**src/rtl/core/msu_pkg.sv**
```systemverilog
package msu_pkg;

   localparam int MARK_LEN = 8;

   // "==@FILE:"
   localparam logic [7:0] MARKER [MARK_LEN] = '{
      8'h3D, 8'h3D, 8'h40, 8'h46, 8'h49, 8'h4C, 8'h45, 8'h3A
   };

   localparam logic [7:0] CHAR_LF        = 8'd10;
   localparam logic [7:0] CHAR_PRINT_MIN = 8'd32;

   localparam int INDEX_W = 16;

   localparam int QUEUE_DEPTH = 4;
   localparam int QUEUE_PTR_W = 2;
   localparam int QUEUE_CNT_W = 3;

   localparam int CSR_ADDR_W  = 3;
   localparam int CSR_DATA_W  = 32;
   localparam logic CSR_IDX_NAME_LIMIT = 1'b0;
   localparam logic [7:0] NAME_LIMIT_RESET = 8'd255;

   typedef enum logic [1:0] {
      KIND_PAYLOAD    = 2'd0,
      KIND_NAME       = 2'd1,
      KIND_NAME_END   = 2'd2,
      KIND_STREAM_END = 2'd3
   } kind_type;

   // one classified input word, expanded by the back end into result words
   typedef struct packed {
      logic [INDEX_W-1:0] part_index;
      logic [2:0]         mark_cnt;
      logic               byte_en;
      logic               byte_is_name;
      logic [7:0]         byte_val;
      logic               name_end;
      logic               stream_end;
      logic [3:0]         word_cnt;
   } job_type;

   // true when marker[pos..k-1] equals marker[0..k-1-pos]
   function automatic logic prefix_shift_ok(input logic [2:0] k, input logic [2:0] pos);
      logic ok;
      int   i;
      int   j;
      ok = 1'b1;
      for (i = 0; i < MARK_LEN; i++) begin
         j = i + int'(pos);
         if (j < int'(k) && MARKER[j[2:0]] != MARKER[i[2:0]]) begin
            ok = 1'b0;
         end
      end
      return ok;
   endfunction

endpackage

```
**src/rtl/core/msu_req_if.sv**
```systemverilog
interface msu_req_if;
   logic       valid;
   logic       ready;
   logic [7:0] in_byte;
   logic       stream_end;

   modport source (output valid, output in_byte, output stream_end, input ready);
   modport sink   (input valid, input in_byte, input stream_end, output ready);
endinterface

```
**src/rtl/core/msu_rsp_if.sv**
```systemverilog
interface msu_rsp_if;
   logic        valid;
   logic        ready;
   logic [1:0]  kind;
   logic [7:0]  out_byte;
   logic [15:0] part_index;
   logic        last;

   modport source (output valid, output kind, output out_byte, output part_index,
                   output last, input ready);
   modport sink   (input valid, input kind, input out_byte, input part_index,
                   input last, output ready);
endinterface

```
**src/rtl/core/msu_csr.sv**
```systemverilog
module msu_csr
   import msu_pkg::*;
(
   input  logic                  clock,
   input  logic                  reset,
   input  logic                  psel,
   input  logic                  penable,
   input  logic                  pwrite,
   input  logic [CSR_ADDR_W-1:0] paddr,
   input  logic [CSR_DATA_W-1:0] pwdata,
   output logic [CSR_DATA_W-1:0] prdata,
   output logic                  pready,
   output logic [7:0]            name_limit
);

   logic [7:0] limit_ff;
   logic [7:0] limit_in;
   logic       hit;

   assign pready = 1'b1;
   assign hit    = (paddr[2] == CSR_IDX_NAME_LIMIT);

   always_comb begin
      limit_in = limit_ff;
      if (psel && penable && pwrite && pready && hit) begin
         limit_in = pwdata[7:0];
      end
   end

   always_ff @(posedge clock) begin
      if (reset) begin
         limit_ff <= NAME_LIMIT_RESET;
      end else begin
         limit_ff <= limit_in;
      end
   end

   assign prdata     = hit ? {{(CSR_DATA_W-8){1'b0}}, limit_ff} : '0;
   assign name_limit = limit_ff;

endmodule

```
**src/rtl/core/msu_front.sv**
```systemverilog
module msu_front
   import msu_pkg::*;
#(
   parameter int COUNT_WIDTH = 16
) (
   input  logic       clock,
   input  logic       reset,
   msu_req_if.sink    req,
   input  logic [7:0] name_limit,
   output job_type    job,
   output logic       job_valid,
   input  logic       job_ready
);

   localparam int EXT_W = (COUNT_WIDTH > INDEX_W) ? COUNT_WIDTH : INDEX_W;

   logic                   name_mode_ff, name_mode_in;
   logic [2:0]             match_ff, match_in;
   logic [7:0]             len_ff, len_in;
   logic [COUNT_WIDTH-1:0] count_ff, count_in;

   logic                   accept;
   logic                   found;
   logic                   full_match;
   logic [3:0]             pos_sel;
   logic [EXT_W-1:0]       count_ext;
   logic                   count_nz;

   assign req.ready = job_ready;
   assign accept    = req.valid && job_ready;
   assign count_ext = EXT_W'(count_ff);
   assign count_nz  = (count_ff != '0);

   // leftmost place where the held prefix plus the new word can still start a marker
   always_comb begin
      found   = 1'b0;
      pos_sel = {1'b0, match_ff} + 4'd1;
      for (int p = 0; p < MARK_LEN; p++) begin
         if (!found && (3'(p) <= match_ff) && prefix_shift_ok(match_ff, 3'(p)) &&
             (req.in_byte == MARKER[match_ff - 3'(p)])) begin
            found   = 1'b1;
            pos_sel = 4'(p);
         end
      end
      full_match = found && (pos_sel == 4'd0) && (match_ff == 3'd7);
   end

   always_comb begin
      job            = '0;
      job.part_index = count_ext[INDEX_W-1:0];
      job_valid      = 1'b0;
      name_mode_in   = name_mode_ff;
      match_in       = match_ff;
      len_in         = len_ff;
      count_in       = count_ff;

      if (req.stream_end) begin
         job.stream_end = 1'b1;
         if (name_mode_ff) begin
            job.name_end = 1'b1;
            job.word_cnt = 4'd2;
         end else begin
            job.mark_cnt = count_nz ? match_ff : 3'd0;
            job.word_cnt = {1'b0, job.mark_cnt} + 4'd1;
         end
         job_valid    = req.valid;
         name_mode_in = 1'b0;
         match_in     = '0;
         len_in       = '0;
         count_in     = '0;
      end else if (name_mode_ff) begin
         if (req.in_byte == CHAR_LF || len_ff >= name_limit) begin
            job.name_end = 1'b1;
            job.word_cnt = 4'd1;
            job_valid    = req.valid;
            name_mode_in = 1'b0;
            len_in       = '0;
         end else if (req.in_byte >= CHAR_PRINT_MIN) begin
            job.byte_en      = 1'b1;
            job.byte_is_name = 1'b1;
            job.byte_val     = req.in_byte;
            job.word_cnt     = 4'd1;
            job_valid        = req.valid;
            len_in           = len_ff + 8'd1;
         end
      end else if (full_match) begin
         if (count_ff != '1) begin
            count_in = count_ff + 1'b1;
         end
         name_mode_in = 1'b1;
         match_in     = '0;
         len_in       = '0;
      end else begin
         if (pos_sel > {1'b0, match_ff}) begin
            match_in     = '0;
            job.mark_cnt = match_ff;
            job.byte_en  = 1'b1;
         end else begin
            match_in     = 3'({1'b0, match_ff} + 4'd1 - pos_sel);
            job.mark_cnt = pos_sel[2:0];
         end
         job.byte_val = req.in_byte;
         job.word_cnt = {1'b0, job.mark_cnt} + {3'b000, job.byte_en};
         job_valid    = req.valid && count_nz && (job.word_cnt != 4'd0);
      end
   end

   always_ff @(posedge clock) begin
      if (reset) begin
         name_mode_ff <= 1'b0;
         match_ff     <= '0;
         len_ff       <= '0;
         count_ff     <= '0;
      end else if (accept) begin
         name_mode_ff <= name_mode_in;
         match_ff     <= match_in;
         len_ff       <= len_in;
         count_ff     <= count_in;
      end
   end

   a_no_prefix_in_name: assert property (@(posedge clock) disable iff (reset)
      name_mode_ff |-> (match_ff == '0))
      else $error("marker prefix held while in name mode");

   a_len_clear_scan: assert property (@(posedge clock) disable iff (reset)
      !name_mode_ff |-> (len_ff == '0))
      else $error("name length not cleared while scanning");

   a_job_nonempty: assert property (@(posedge clock) disable iff (reset)
      job_valid |-> (job.word_cnt != 4'd0))
      else $error("empty job pushed to queue");

endmodule

```
**src/rtl/core/msu_queue.sv**
```systemverilog
module msu_queue
   import msu_pkg::*;
(
   input  logic    clock,
   input  logic    reset,
   input  logic    push_valid,
   input  job_type push_data,
   output logic    push_ready,
   output logic    pop_valid,
   output job_type pop_data,
   input  logic    pop_ready
);

   job_type                entry_ff [QUEUE_DEPTH];
   logic [QUEUE_PTR_W-1:0] wr_ptr_ff, wr_ptr_in;
   logic [QUEUE_PTR_W-1:0] rd_ptr_ff, rd_ptr_in;
   logic [QUEUE_CNT_W-1:0] count_ff, count_in;
   logic                   push;
   logic                   pop;

   assign push_ready = (count_ff != QUEUE_CNT_W'(QUEUE_DEPTH));
   assign pop_valid  = (count_ff != '0);
   assign pop_data   = entry_ff[rd_ptr_ff];
   assign push       = push_valid && push_ready;
   assign pop        = pop_valid && pop_ready;

   always_comb begin
      wr_ptr_in = push ? wr_ptr_ff + 1'b1 : wr_ptr_ff;
      rd_ptr_in = pop ? rd_ptr_ff + 1'b1 : rd_ptr_ff;
      count_in  = count_ff;
      if (push && !pop) begin
         count_in = count_ff + 1'b1;
      end else if (pop && !push) begin
         count_in = count_ff - 1'b1;
      end
   end

   always_ff @(posedge clock) begin
      if (push) begin
         entry_ff[wr_ptr_ff] <= push_data;
      end
   end

   always_ff @(posedge clock) begin
      if (reset) begin
         wr_ptr_ff <= '0;
         rd_ptr_ff <= '0;
         count_ff  <= '0;
      end else begin
         wr_ptr_ff <= wr_ptr_in;
         rd_ptr_ff <= rd_ptr_in;
         count_ff  <= count_in;
      end
   end

   a_count_bound: assert property (@(posedge clock) disable iff (reset)
      count_ff <= QUEUE_CNT_W'(QUEUE_DEPTH))
      else $error("queue fill count out of range");

   a_ptr_gap: assert property (@(posedge clock) disable iff (reset)
      (count_ff != QUEUE_CNT_W'(QUEUE_DEPTH)) |->
      (QUEUE_PTR_W'(wr_ptr_ff - rd_ptr_ff) == count_ff[QUEUE_PTR_W-1:0]))
      else $error("queue pointers disagree with fill count");

endmodule

```
**src/rtl/core/msu_back.sv**
```systemverilog
module msu_back
   import msu_pkg::*;
(
   input  logic     clock,
   input  logic     reset,
   input  logic     job_valid,
   input  job_type  job,
   output logic     job_pop,
   msu_rsp_if.source rsp
);

   logic [3:0]         pos_ff, pos_in;
   logic               valid_ff, valid_in;
   kind_type           kind_ff, kind_in;
   logic [7:0]         byte_ff, byte_in;
   logic [INDEX_W-1:0] index_ff, index_in;
   logic               last_ff, last_in;

   logic               load;
   logic               word_last;
   logic [3:0]         rel;

   assign load      = job_valid && (!valid_ff || rsp.ready);
   assign word_last = (pos_ff == job.word_cnt - 4'd1);
   assign rel       = pos_ff - {1'b0, job.mark_cnt};
   assign job_pop   = load && word_last;

   // word order: held marker bytes, then the data word, then name end, then stream end
   always_comb begin
      kind_in  = KIND_STREAM_END;
      byte_in  = '0;
      index_in = job.part_index;
      last_in  = word_last;
      pos_in   = pos_ff;
      valid_in = valid_ff && !rsp.ready;

      if (pos_ff < {1'b0, job.mark_cnt}) begin
         kind_in = KIND_PAYLOAD;
         byte_in = MARKER[pos_ff[2:0]];
      end else begin
         case (rel)
            4'd0: begin
               if (job.byte_en) begin
                  kind_in = job.byte_is_name ? KIND_NAME : KIND_PAYLOAD;
                  byte_in = job.byte_val;
               end else if (job.name_end) begin
                  kind_in = KIND_NAME_END;
               end else begin
                  kind_in = KIND_STREAM_END;
               end
            end
            4'd1: begin
               if (job.byte_en && job.name_end) begin
                  kind_in = KIND_NAME_END;
               end else begin
                  kind_in = KIND_STREAM_END;
               end
            end
            default: begin
               kind_in = KIND_STREAM_END;
            end
         endcase
      end

      if (load) begin
         valid_in = 1'b1;
         pos_in   = word_last ? 4'd0 : pos_ff + 4'd1;
      end
   end

   always_ff @(posedge clock) begin
      if (reset) begin
         valid_ff <= 1'b0;
         pos_ff   <= '0;
      end else begin
         valid_ff <= valid_in;
         pos_ff   <= pos_in;
      end
   end

   always_ff @(posedge clock) begin
      if (load) begin
         kind_ff  <= kind_in;
         byte_ff  <= byte_in;
         index_ff <= index_in;
         last_ff  <= last_in;
      end
   end

   assign rsp.valid      = valid_ff;
   assign rsp.kind       = kind_ff;
   assign rsp.out_byte   = byte_ff;
   assign rsp.part_index = index_ff;
   assign rsp.last       = last_ff;

   a_pos_restart: assert property (@(posedge clock) disable iff (reset)
      job_pop |=> (pos_ff == 4'd0))
      else $error("word position not restarted after last word");

   a_pos_in_job: assert property (@(posedge clock) disable iff (reset)
      job_valid |-> (pos_ff < job.word_cnt))
      else $error("word position beyond job length");

endmodule

```
**src/rtl/core/marker_delimited_stream_splitter_unit.sv**
```systemverilog
// Splits a byte stream into parts that each open with the marker "==@FILE:", followed by a
// name line; bytes before the first marker are dropped. The front end takes one word per
// cycle whenever its four-entry job queue has room, classifies it and updates the match
// state in that cycle; the back end turns each job into result words, one per cycle while
// the output is not stalled, from a registered output stage, so a result passes through
// the job queue and then the output register. A word causes at most eight results, and
// the queue lets the front keep taking words during such a burst until it fills.
// The name limit register sits at address 0 of the APB port and should be written while
// the block is idle.
module marker_delimited_stream_splitter_unit
   import msu_pkg::*;
#(
   parameter int COUNT_WIDTH = 16
) (
   input  logic                  clock,
   input  logic                  reset,
   msu_req_if.sink               req_chan,
   msu_rsp_if.source             rsp_chan,
   input  logic                  psel,
   input  logic                  penable,
   input  logic                  pwrite,
   input  logic [CSR_ADDR_W-1:0] paddr,
   input  logic [CSR_DATA_W-1:0] pwdata,
   output logic [CSR_DATA_W-1:0] prdata,
   output logic                  pready
);

   logic [7:0] name_limit;
   job_type    push_job;
   logic       push_valid;
   logic       push_ready;
   job_type    head_job;
   logic       head_valid;
   logic       head_pop;

   msu_csr u_csr (
      .clock      (clock),
      .reset      (reset),
      .psel       (psel),
      .penable    (penable),
      .pwrite     (pwrite),
      .paddr      (paddr),
      .pwdata     (pwdata),
      .prdata     (prdata),
      .pready     (pready),
      .name_limit (name_limit)
   );

   msu_front #(
      .COUNT_WIDTH (COUNT_WIDTH)
   ) u_front (
      .clock      (clock),
      .reset      (reset),
      .req        (req_chan),
      .name_limit (name_limit),
      .job        (push_job),
      .job_valid  (push_valid),
      .job_ready  (push_ready)
   );

   msu_queue u_queue (
      .clock      (clock),
      .reset      (reset),
      .push_valid (push_valid),
      .push_data  (push_job),
      .push_ready (push_ready),
      .pop_valid  (head_valid),
      .pop_data   (head_job),
      .pop_ready  (head_pop)
   );

   msu_back u_back (
      .clock     (clock),
      .reset     (reset),
      .job_valid (head_valid),
      .job       (head_job),
      .job_pop   (head_pop),
      .rsp       (rsp_chan)
   );

endmodule
```
**src/flat_wrapper.sv**
```systemverilog
// flat-port wrapper written by rule: the top's interface ports become plain ports
module marker_delimited_stream_splitter_unit_flat import msu_pkg::*;
#(
   parameter int COUNT_WIDTH = 16
)
  (clock, reset, psel, penable, pwrite, paddr, pwdata, prdata, pready, req_chan_valid, req_chan_in_byte, req_chan_stream_end, req_chan_ready, rsp_chan_valid, rsp_chan_kind, rsp_chan_out_byte, rsp_chan_part_index, rsp_chan_last, rsp_chan_ready);
  msu_req_if req_chan_i ();
  msu_rsp_if rsp_chan_i ();
  input  logic clock;
  input  logic reset;
  input  logic psel;
  input  logic penable;
  input  logic pwrite;
  input  logic [CSR_ADDR_W-1:0] paddr;
  input  logic [CSR_DATA_W-1:0] pwdata;
  output logic [CSR_DATA_W-1:0] prdata;
  output logic pready;
  input wire logic [$bits(req_chan_i.valid)-1:0] req_chan_valid;
  input wire logic [$bits(req_chan_i.in_byte)-1:0] req_chan_in_byte;
  input wire logic [$bits(req_chan_i.stream_end)-1:0] req_chan_stream_end;
  output wire logic [$bits(req_chan_i.ready)-1:0] req_chan_ready;
  output wire logic [$bits(rsp_chan_i.valid)-1:0] rsp_chan_valid;
  output wire logic [$bits(rsp_chan_i.kind)-1:0] rsp_chan_kind;
  output wire logic [$bits(rsp_chan_i.out_byte)-1:0] rsp_chan_out_byte;
  output wire logic [$bits(rsp_chan_i.part_index)-1:0] rsp_chan_part_index;
  output wire logic [$bits(rsp_chan_i.last)-1:0] rsp_chan_last;
  input wire logic [$bits(rsp_chan_i.ready)-1:0] rsp_chan_ready;
  assign req_chan_i.valid = req_chan_valid;
  assign req_chan_i.in_byte = req_chan_in_byte;
  assign req_chan_i.stream_end = req_chan_stream_end;
  assign req_chan_ready = req_chan_i.ready;
  assign rsp_chan_valid = rsp_chan_i.valid;
  assign rsp_chan_kind = rsp_chan_i.kind;
  assign rsp_chan_out_byte = rsp_chan_i.out_byte;
  assign rsp_chan_part_index = rsp_chan_i.part_index;
  assign rsp_chan_last = rsp_chan_i.last;
  assign rsp_chan_i.ready = rsp_chan_ready;
  marker_delimited_stream_splitter_unit #(.COUNT_WIDTH(COUNT_WIDTH)) u_core (.clock(clock), .reset(reset), .req_chan(req_chan_i), .rsp_chan(rsp_chan_i), .psel(psel), .penable(penable), .pwrite(pwrite), .paddr(paddr), .pwdata(pwdata), .prdata(prdata), .pready(pready));
endmodule
```
**config.mk**
```make
export PLATFORM = sky130hd
export DESIGN_NAME = marker_delimited_stream_splitter_unit_flat
export DESIGN_NICKNAME = d
export VERILOG_FILES = /design/src/rtl/core/msu_pkg.sv /design/src/rtl/core/msu_req_if.sv /design/src/rtl/core/msu_rsp_if.sv /design/src/rtl/core/msu_csr.sv /design/src/rtl/core/msu_front.sv /design/src/rtl/core/msu_queue.sv /design/src/rtl/core/msu_back.sv /design/src/rtl/core/marker_delimited_stream_splitter_unit.sv /design/src/flat_wrapper.sv
export SDC_FILE = /design/constraint.sdc
export NUM_CORES = 1
export LEC_CHECK = 0
export BUFFER_PORTS_ARGS = -buffer_cell sky130_fd_sc_hd__buf_2
export CORE_MARGIN = 2
export CORE_UTILIZATION = 40
export CTS_CLUSTER_DIAMETER = 60
export DETAILED_ROUTE_END_ITERATION = 6
export GPL_ROUTABILITY_DRIVEN = 1
export SLEW_MARGIN = 20
export SYNTH_ARGS = -nofsm -noshare
export SYNTH_HDL_FRONTEND = slang
export SYNTH_SLANG_ARGS = --single-unit
```
**constraint.sdc**
```tcl
create_clock -name clock -period 11.1 [get_ports clock]
set_input_delay 1.665 -clock clock [delete_from_list [all_inputs] [get_ports clock]]
set_output_delay 1.665 -clock clock [all_outputs]
set_load 0.01 [all_outputs]
```
# Word-level counts from Yosys, hierarchy flattened
# Memories as Yosys holds them, arrays and structs flattened. A register that Yosys moved wholly into a read port is not among the register bits.
# Cells that the tools add are included.
dict set report totals {
  reg_bits 75
  latchBits 0
  ram_bits 140
  rom_bits 576
  input_bits 51
  memories 10
}
# memory depth word_bits rd rd_clocked_by_memory_dff write_ports line
set mem_list {}
lappend mem_list {u_core.u_queue.entry_ff 4 35 1 1 1 msu_queue.sv:14} ;# job_type entry_ff [QUEUE_DEPTH];
lappend mem_list {{(no name shown)} 8 8 1 0 0 msu_front.sv:40} ;# (req.in_byte == MARKER[match_ff - 3'(p)])) begin
lappend mem_list {{(no name shown)} 8 8 1 0 0 msu_front.sv:40}
lappend mem_list {{(no name shown)} 8 8 1 0 0 msu_front.sv:40}
lappend mem_list {{(no name shown)} 8 8 1 0 0 msu_front.sv:40}
lappend mem_list {{(no name shown)} 8 8 1 0 0 msu_front.sv:40}
lappend mem_list {{+4 memories} -- -- -- -- -- --}
dict set report classes {
  n_addsub 20
  multipliers 0
  n_div 0
  n_lt_le_gt_ge 26
  n_eq_ne 16
  shifts 0
  muxes 119
  n_bitwise 10
  reduce_logical 62
}
# cell n
set ops {}
lappend ops {{two-way mux 8 bit} 29}
lappend ops {{equality test 8 bit} 8}
lappend ops {{two-way mux 16 bit} 4}
lappend ops {{two-way mux 4 bit} 14}
lappend ops {{two-way mux 1 bit} 51}
lappend ops {{two-way mux 3 bit} 14}
lappend ops {{logical AND 1 bit} 37}
lappend ops {{greater-or-equal comparator 4 bit (second input constant)} 9}
lappend ops {{inverter 3 -> 4 bit} 9}
lappend ops {{two-way mux 10 bit} 3}
lappend ops {{adder 16 x 1 -> 16 bit (second input constant)} 1}
lappend ops {{inequality test 16 bit (second input constant)} 1}
lappend ops {{nonzero test 16 bit} 1}
lappend ops {{<= comparator 3 bit (first input constant)} 4}
lappend ops {{subtractor 3 bit (second input constant)} 4}
lappend ops {{logical NOT 1 bit} 11}
lappend ops {{< comparator 3 bit (first input constant)} 3}
lappend ops {{adder 3 x 1 -> 4 bit (second input constant)} 2}
lappend ops {{adder 8 x 1 -> 8 bit (second input constant)} 1}
lappend ops {{equality test 8 x 4 -> 1 bit (second input constant)} 1}
lappend ops {{greater-or-equal comparator 8 x 6 -> 1 bit (second input constant)} 1}
lappend ops {{greater-or-equal comparator 8 bit} 1}
lappend ops {{logical NOT 4 bit} 2}
lappend ops {{<= comparator 1 x 3 -> 1 bit (first input constant)} 2}
lappend ops {{29 further kinds} 40}

# Depth between registers and ports, before layout
dict set report depth {
  word_depth 58
  mapped_depth 31
}

# By module
# Synthesis repeated with hierarchy kept, for this count alone.
dict set report unflattened {
  cells_unflattened 903
  hier_area_um2 11293.3
}
# module n_inst cells_each area_each_um2 seq_area_each_um2
set modules_own_cells {}
lappend modules_own_cells {msu_queue 1 231 5567.8 4384.2}
lappend modules_own_cells {msu_front 1 490 3621.0 560.5}
lappend modules_own_cells {msu_back 1 111 1508.9 910.9}
lappend modules_own_cells {msu_csr 1 71 595.6 160.2}

# Least setup slack after synthesis
# OpenSTA, ideal clock, no wires.
dict set report synth_path {
  kind {input-to-reg}
  start {in req_chan_in_byte[0]}
  end {mem u_core.u_queue.entry_ff[0][0] (netlist bit), enable pin}
  setup_time_ps 394
  arrival_time_ps 6392
  required_time_ps 10706
  slack_ps 4314
  path_stages 22
  path_buffers 2
  path_cell_list {clkbuf_1 > xnor2_1 > mux2i_1 > or4_4 > a2111oi_4 > o21bai_1 > a22o_1 > a21oi_1 > and2_1 > inv_1 > ha_1 > nor2b_1 > o21ai_0 > inv_1 > o22ai_1 > o21a_1 > buf_2 > mux2_1 > ha_1 > mux2_2 > a31oi_4 > and2_1}
}
dict set report synth_via {
  elab_chain_cells 51
  elab_cells_between_ends 78
  cone_classes {1 x add/sub; 2 x order compare; 9 x eq/ne; 31 x mux; 35 x reduce/logical}
}
# element line
set synth_lines {}
lappend synth_lines {{start, declared} flat_wrapper.sv:19} ;# input wire logic [$bits(req_chan_i.in_byte)-1:0] req_chan_in_byte;
lappend synth_lines {{equality test 8 bit} msu_front.sv:40}
lappend synth_lines {{logical AND 1 bit} msu_front.sv:39} ;# if (!found && (3'(p) <= match_ff) && prefix_shift_ok(match_ff, 3'(p)) &&
lappend synth_lines {{two-way mux 1 bit} msu_front.sv:39}
lappend synth_lines {{logical NOT 1 bit} msu_front.sv:39}
lappend synth_lines {{logical AND 1 bit (3 in a row)} msu_front.sv:39}
lappend synth_lines {{two-way mux 1 bit} msu_front.sv:39}
lappend synth_lines {{logical NOT 1 bit} msu_front.sv:39}
lappend synth_lines {{logical AND 1 bit (3 in a row)} msu_front.sv:39}
lappend synth_lines {{[... 32 more ...]} --}
lappend synth_lines {{logical AND 1 bit} msu_front.sv:104} ;# job_valid = req.valid && count_nz && (job.word_cnt != 4'd0);
lappend synth_lines {{two-way mux 1 bit} msu_front.sv:86} ;# end else if (full_match) begin
lappend synth_lines {{two-way mux 1 bit (*)} msu_front.sv:71} ;# end else if (name_mode_ff) begin
lappend synth_lines {{two-way mux 1 bit (*)} msu_front.sv:57} ;# if (req.stream_end) begin
lappend synth_lines {{logical AND 1 bit (*)} msu_queue.sv:24} ;# assign push = push_valid && push_ready;
lappend synth_lines {{net u_core.u_queue.push} msu_queue.sv:18} ;# logic push;
lappend synth_lines {{two-way mux 1 bit (*)} msu_queue.sv:39} ;# if (push) begin
lappend synth_lines {{two-way mux 1 bit (not written as such) (*)} msu_queue.sv:40} ;# entry_ff[wr_ptr_ff] <= push_data;
lappend synth_lines {{end, declared} msu_queue.sv:14}
# Mark *: on every way through the listed nets, which the timed path passes. The rest lies on a longest branch. The select of a mux whose other input is x is not followed.

# Worst setup path after layout
dict set report layout_path {
  start {reg u_core.u_front.match_ff[0]}
  end {reg u_core.u_queue.count_ff[2]}
}
dict set report layout_via {
  elab_chain_cells 56
  elab_cells_between_ends 145
  cone_classes {9 x add/sub; 14 x order compare; 9 x eq/ne; 59 x mux; 8 x bitwise; 38 x reduce/logical; 8 x memory}
}
# element line
set layout_lines {}
lappend layout_lines {{start, declared} msu_front.sv:18} ;# logic [2:0] match_ff, match_in;
lappend layout_lines {{start signal, assigned} msu_front.sv:116} ;# match_ff <= match_in;
lappend layout_lines {{parallel branches: the longest is 49 deep, another holds memory (8 x 8 bit)} --}
lappend layout_lines {{two-way mux 1 bit (*)} msu_front.sv:86}
lappend layout_lines {{two-way mux 1 bit (*)} msu_front.sv:71}
lappend layout_lines {{two-way mux 1 bit (*)} msu_front.sv:57}
lappend layout_lines {{logical AND 1 bit (*)} msu_queue.sv:24}
lappend layout_lines {{net u_core.u_queue.push} msu_queue.sv:18}
lappend layout_lines {{logical NOT 1 bit} msu_queue.sv:33} ;# end else if (pop && !push) begin
lappend layout_lines {{logical AND 1 bit} msu_queue.sv:33}
lappend layout_lines {{nonzero test 2 bit (no line)} --}
lappend layout_lines {{end signal, assigned} msu_queue.sv:52} ;# count_ff <= count_in;
lappend layout_lines {{end, declared} msu_queue.sv:17} ;# logic [QUEUE_CNT_W-1:0] count_ff, count_in;
# Mark *: on every way through the listed nets, which the timed path passes. The select of a mux whose other input is x is not followed.
# A chain may end at the register's enable or synchronous reset.

==> flow_metrics.tcl <==
set metrics [dict create \
    async_reset_ff_frac 0 \
    cp.arrival_ns 7.97 \
    ant_nets 0 \
    fin_crit_sh 0.6792 \
    cts_setup_buffers 0 \
    synth.area.top_cells "edfxtp_1, dfxtp_1, mux4_2" \
    yosysTopAreaCellShare 0.4443 \
    area_growth_pct 11.81 \
    grt_pass1_vias 6500 \
    met3_usage 0.02349 \
    htreeDepth 1 \
    cts_tree "done" \
    slew_violations 0 \
    die_w_um 170.0 \
    relSlewSlack 0.3695 \
    finalWeightedCongestion 0.8580 \
    fin_tns_setup_ns 0 \
    netlist_area_um2 11020 \
    ir_worst_vdd_v 0.0001011 \
    hold_buffers 0 \
    synth_area_leader_cell "edfxtp_1" \
    hold_viol 0 \
    rsz0062_at_grt "false" \
    drc 0 \
    final-seq-area_um2 5897 \
    dr.pass1.iters 5 \
    post_drt_wl_per_cell_um 16.81 \
    syn_area_per_cell_um2 12.01 \
    nNetsFinal 1064 \
    post_cts_resize_count 0 \
    tightest_slew_ns 0.9457 \
    wl_um 22240 \
    synth_edf_count 163 \
    drive_above_1_share 0.1549 \
    track_usage 0.1544 \
    dieArea_um2 28880 \
    clk_path_buf_depth 3 \
    io_pins 113 \
    busiest_layer "met2" \
    finalClockSkew_ns 0.01015 \
    cts.sinks 213 \
    clk_pin_slew_ns 0.06 \
    dp_hpwl_um 14800 \
    cp-start-kind "flip-flop" \
    io_buffers 61 \
    syn_inst 917 \
    power.static_leakage_uw 0.004420 \
    critPathKind "reg -> reg" \
    synth_cell_type_count 74 \
    fill_cells 2475 \
    grt_max_degree 35 \
    synth_most_common_cell "edfxtp_1" \
    crit_path_max_fanout 31 \
    multiInputGateArea_um2 4663 \
    row_count 60 \
    grt_pass1_wl_um 35510 \
    ys_top_cells_by_count "edfxtp_1, nor2_1, nand2_1" \
    clkLatencyLatePin_ns 0.50 \
    power.density_nw_per_um2 172.6 \
    initial_core_util 0.4076 \
    vias 6982 \
    die_y_um 170.0 \
    numCtsBuffers 23 \
    max_freq_ghz 0.1326 \
    setup_viol 0 \
    drt-initial-drc-count 461 \
    ctsRootBufferMaster "clkbuf_16" \
    synth_flop_cell "edfxtp_1" \
    via_per_inst 5.277 \
    final_util 0.4557 \
    globalRouteMet2Util 0.2557 \
    maxCapViolations 0 \
    outcome "completed" \
    core_um2 27030 \
    antenna_found_initial 1 \
    required_ns 11.53 \
    hp-class "reg -> reg" \
    ys_ff_latch 213 \
    grt_overflow 0 \
    yosys_warnings 0 \
    yosysSeqAreaShare 0.5352 \
    gr-usage-met1 0.2142 \
    fin_crit_ns 7.539 \
    setup.worst_path.end_class "flip-flop" \
]
-- final cells by class --
type                    instances  area share
inverters                      48     0.01463
diodes                          1   0.0002032
clock buffers                  27     0.04795
clock inverters                14     0.01432
well taps                     341     0.03464
repair buffers                 71     0.03088
multi-input cells             608      0.3786
flip-flops and latches        213      0.4788
-- registers in the layout, indices dropped and copies added, names as in the netlist, named ones only --
register and flops:
u_core.u_queue.entry_ff 136, u_core.u_back.rsp.part_index 16, u_core.u_front.count_ext 16, u_core.u_back.rsp.out_byte 8, u_core.u_csr.name_limit 8, u_core.u_front.len_ff 8
u_core.u_back.pos_ff 4, u_core.u_front.match_ff 3, u_core.u_queue.count_ff 3, u_core.u_back.rsp.kind 2, u_core.u_queue.rd_ptr_ff 2, u_core.u_queue.wr_ptr_ff 2
u_core.u_back.rsp.last 1, u_core.u_back.rsp.valid 1, u_core.u_front.name_mode_ff 1
-- where the power goes --
group	leakage, uW	switching, uW	internal (uW)	total [uW]
Sequential	0.00187	37.4	964	1000
Combinational	0.00218	215	144	359
Clock	0.000375	293	474	766
-- layout by cell type, fill, tap and decap left out, drive strengths merged, types with 6 or more instances in the layout --
| cell type | instances |
|---|---|
| a2111oi | 6 |
| a21oi | 39 |
| a31oi | 10 |
| and2 | 21 |
| and3 | 8 |
| buf | 71 |
| clkbuf | 27 |
| clkinv | 10 |
| conb | 25 |
| dfxtp | 50 |
| edfxtp | 163 |
| ha | 45 |
| inv | 48 |
| mux2i | 15 |
| mux4 | 34 |
| nand2 | 57 |
| nand2b | 15 |
| nand3 | 21 |
| nand4 | 7 |
| nor2 | 65 |
| nor2b | 9 |
| nor3 | 15 |
| nor4 | 8 |
| o211ai | 13 |
| o21ai | 44 |
| or3 | 8 |
| xnor2 | 34 |
| xor2 | 28 |
-- worst paths after layout --
check                                           startpoint                    endpoint  slack (ns)  cells past startpoint
worst max register to register  u_core.u_front.match_ff[0]  u_core.u_queue.count_ff[2]        3.56                     24
worst min register to register    u_core.u_front.len_ff[7]    u_core.u_front.len_ff[7]        0.49                      2
worst min-delay path              u_core.u_front.len_ff[7]    u_core.u_front.len_ff[7]        0.49                      2
worst max-delay path            u_core.u_front.match_ff[0]  u_core.u_queue.count_ff[2]        3.56                     24
-- cell families (layout without fill, tap and decap cells) --
group,after synthesis,in the layout,share of synthesized area
AO/OA/AOI/OAI,154,154,0.09166
XOR/XNOR,63,63,0.05202
adder cells (fa/ha/maj),50,50,0.05838
buffers and inverters,119,160,0.05032
flip-flops,213,213,0.5352
multiplexers,53,53,0.08723
other,2,26,0.0006818
AND/OR/NAND/NOR,263,263,0.1245
-- per-layer routing --
layer / vias up / wire (um)
met5: - / 0
met4: 0 / 388
met3: 23 / 1011
met2: 153 / 10510
met1: 3387 / 10330
li1: 3419 / -
-- per-stage QoR --
step | setup slack [ns] | power, uW | cell area (um2) | hold slack (ns) | cells
2_1_floorplan | 4.314 | 1266 | 11100 | 0.4562 | 940
3_3_place_gp | 3.498 | 1376 | 11550 | 0.4772 | 1281
3_5_place_dp | 3.430 | 1383 | 11550 | 0.4831 | 1281
4_1_cts | 3.671 | 2154 | 12310 | 0.4928 | 1322
5_1_grt | 3.187 | 2233 | 12310 | 0.5305 | 1322
6_report | 3.561 | 2126 | 12320 | 0.4931 | 1323
-- worst max-delay path, stage by stage, from the launching register on --
cell and delay (ns):
dfxtp_1 0.31, buf_4 0.34, inv_1 0.29, ha_1 0.75, maj3_1 0.52, xnor2_1 0.13, or4_4 0.44, a2111oi_4 0.43
o21bai_1 0.14, a22o_1 0.21, a21oi_1 0.26, and2_1 0.25, ha_1 0.28, o22ai_1 0.27, o21a_1 0.39, mux2_1 0.40
ha_1 0.24, mux2_2 0.30, a31oi_4 0.24, ha_1 0.22, inv_1 0.06, fa_1 0.37, xor2_1 0.17, or3_1 0.31
a21oi_1 0.15
Power figures use the tool's default switching activity.
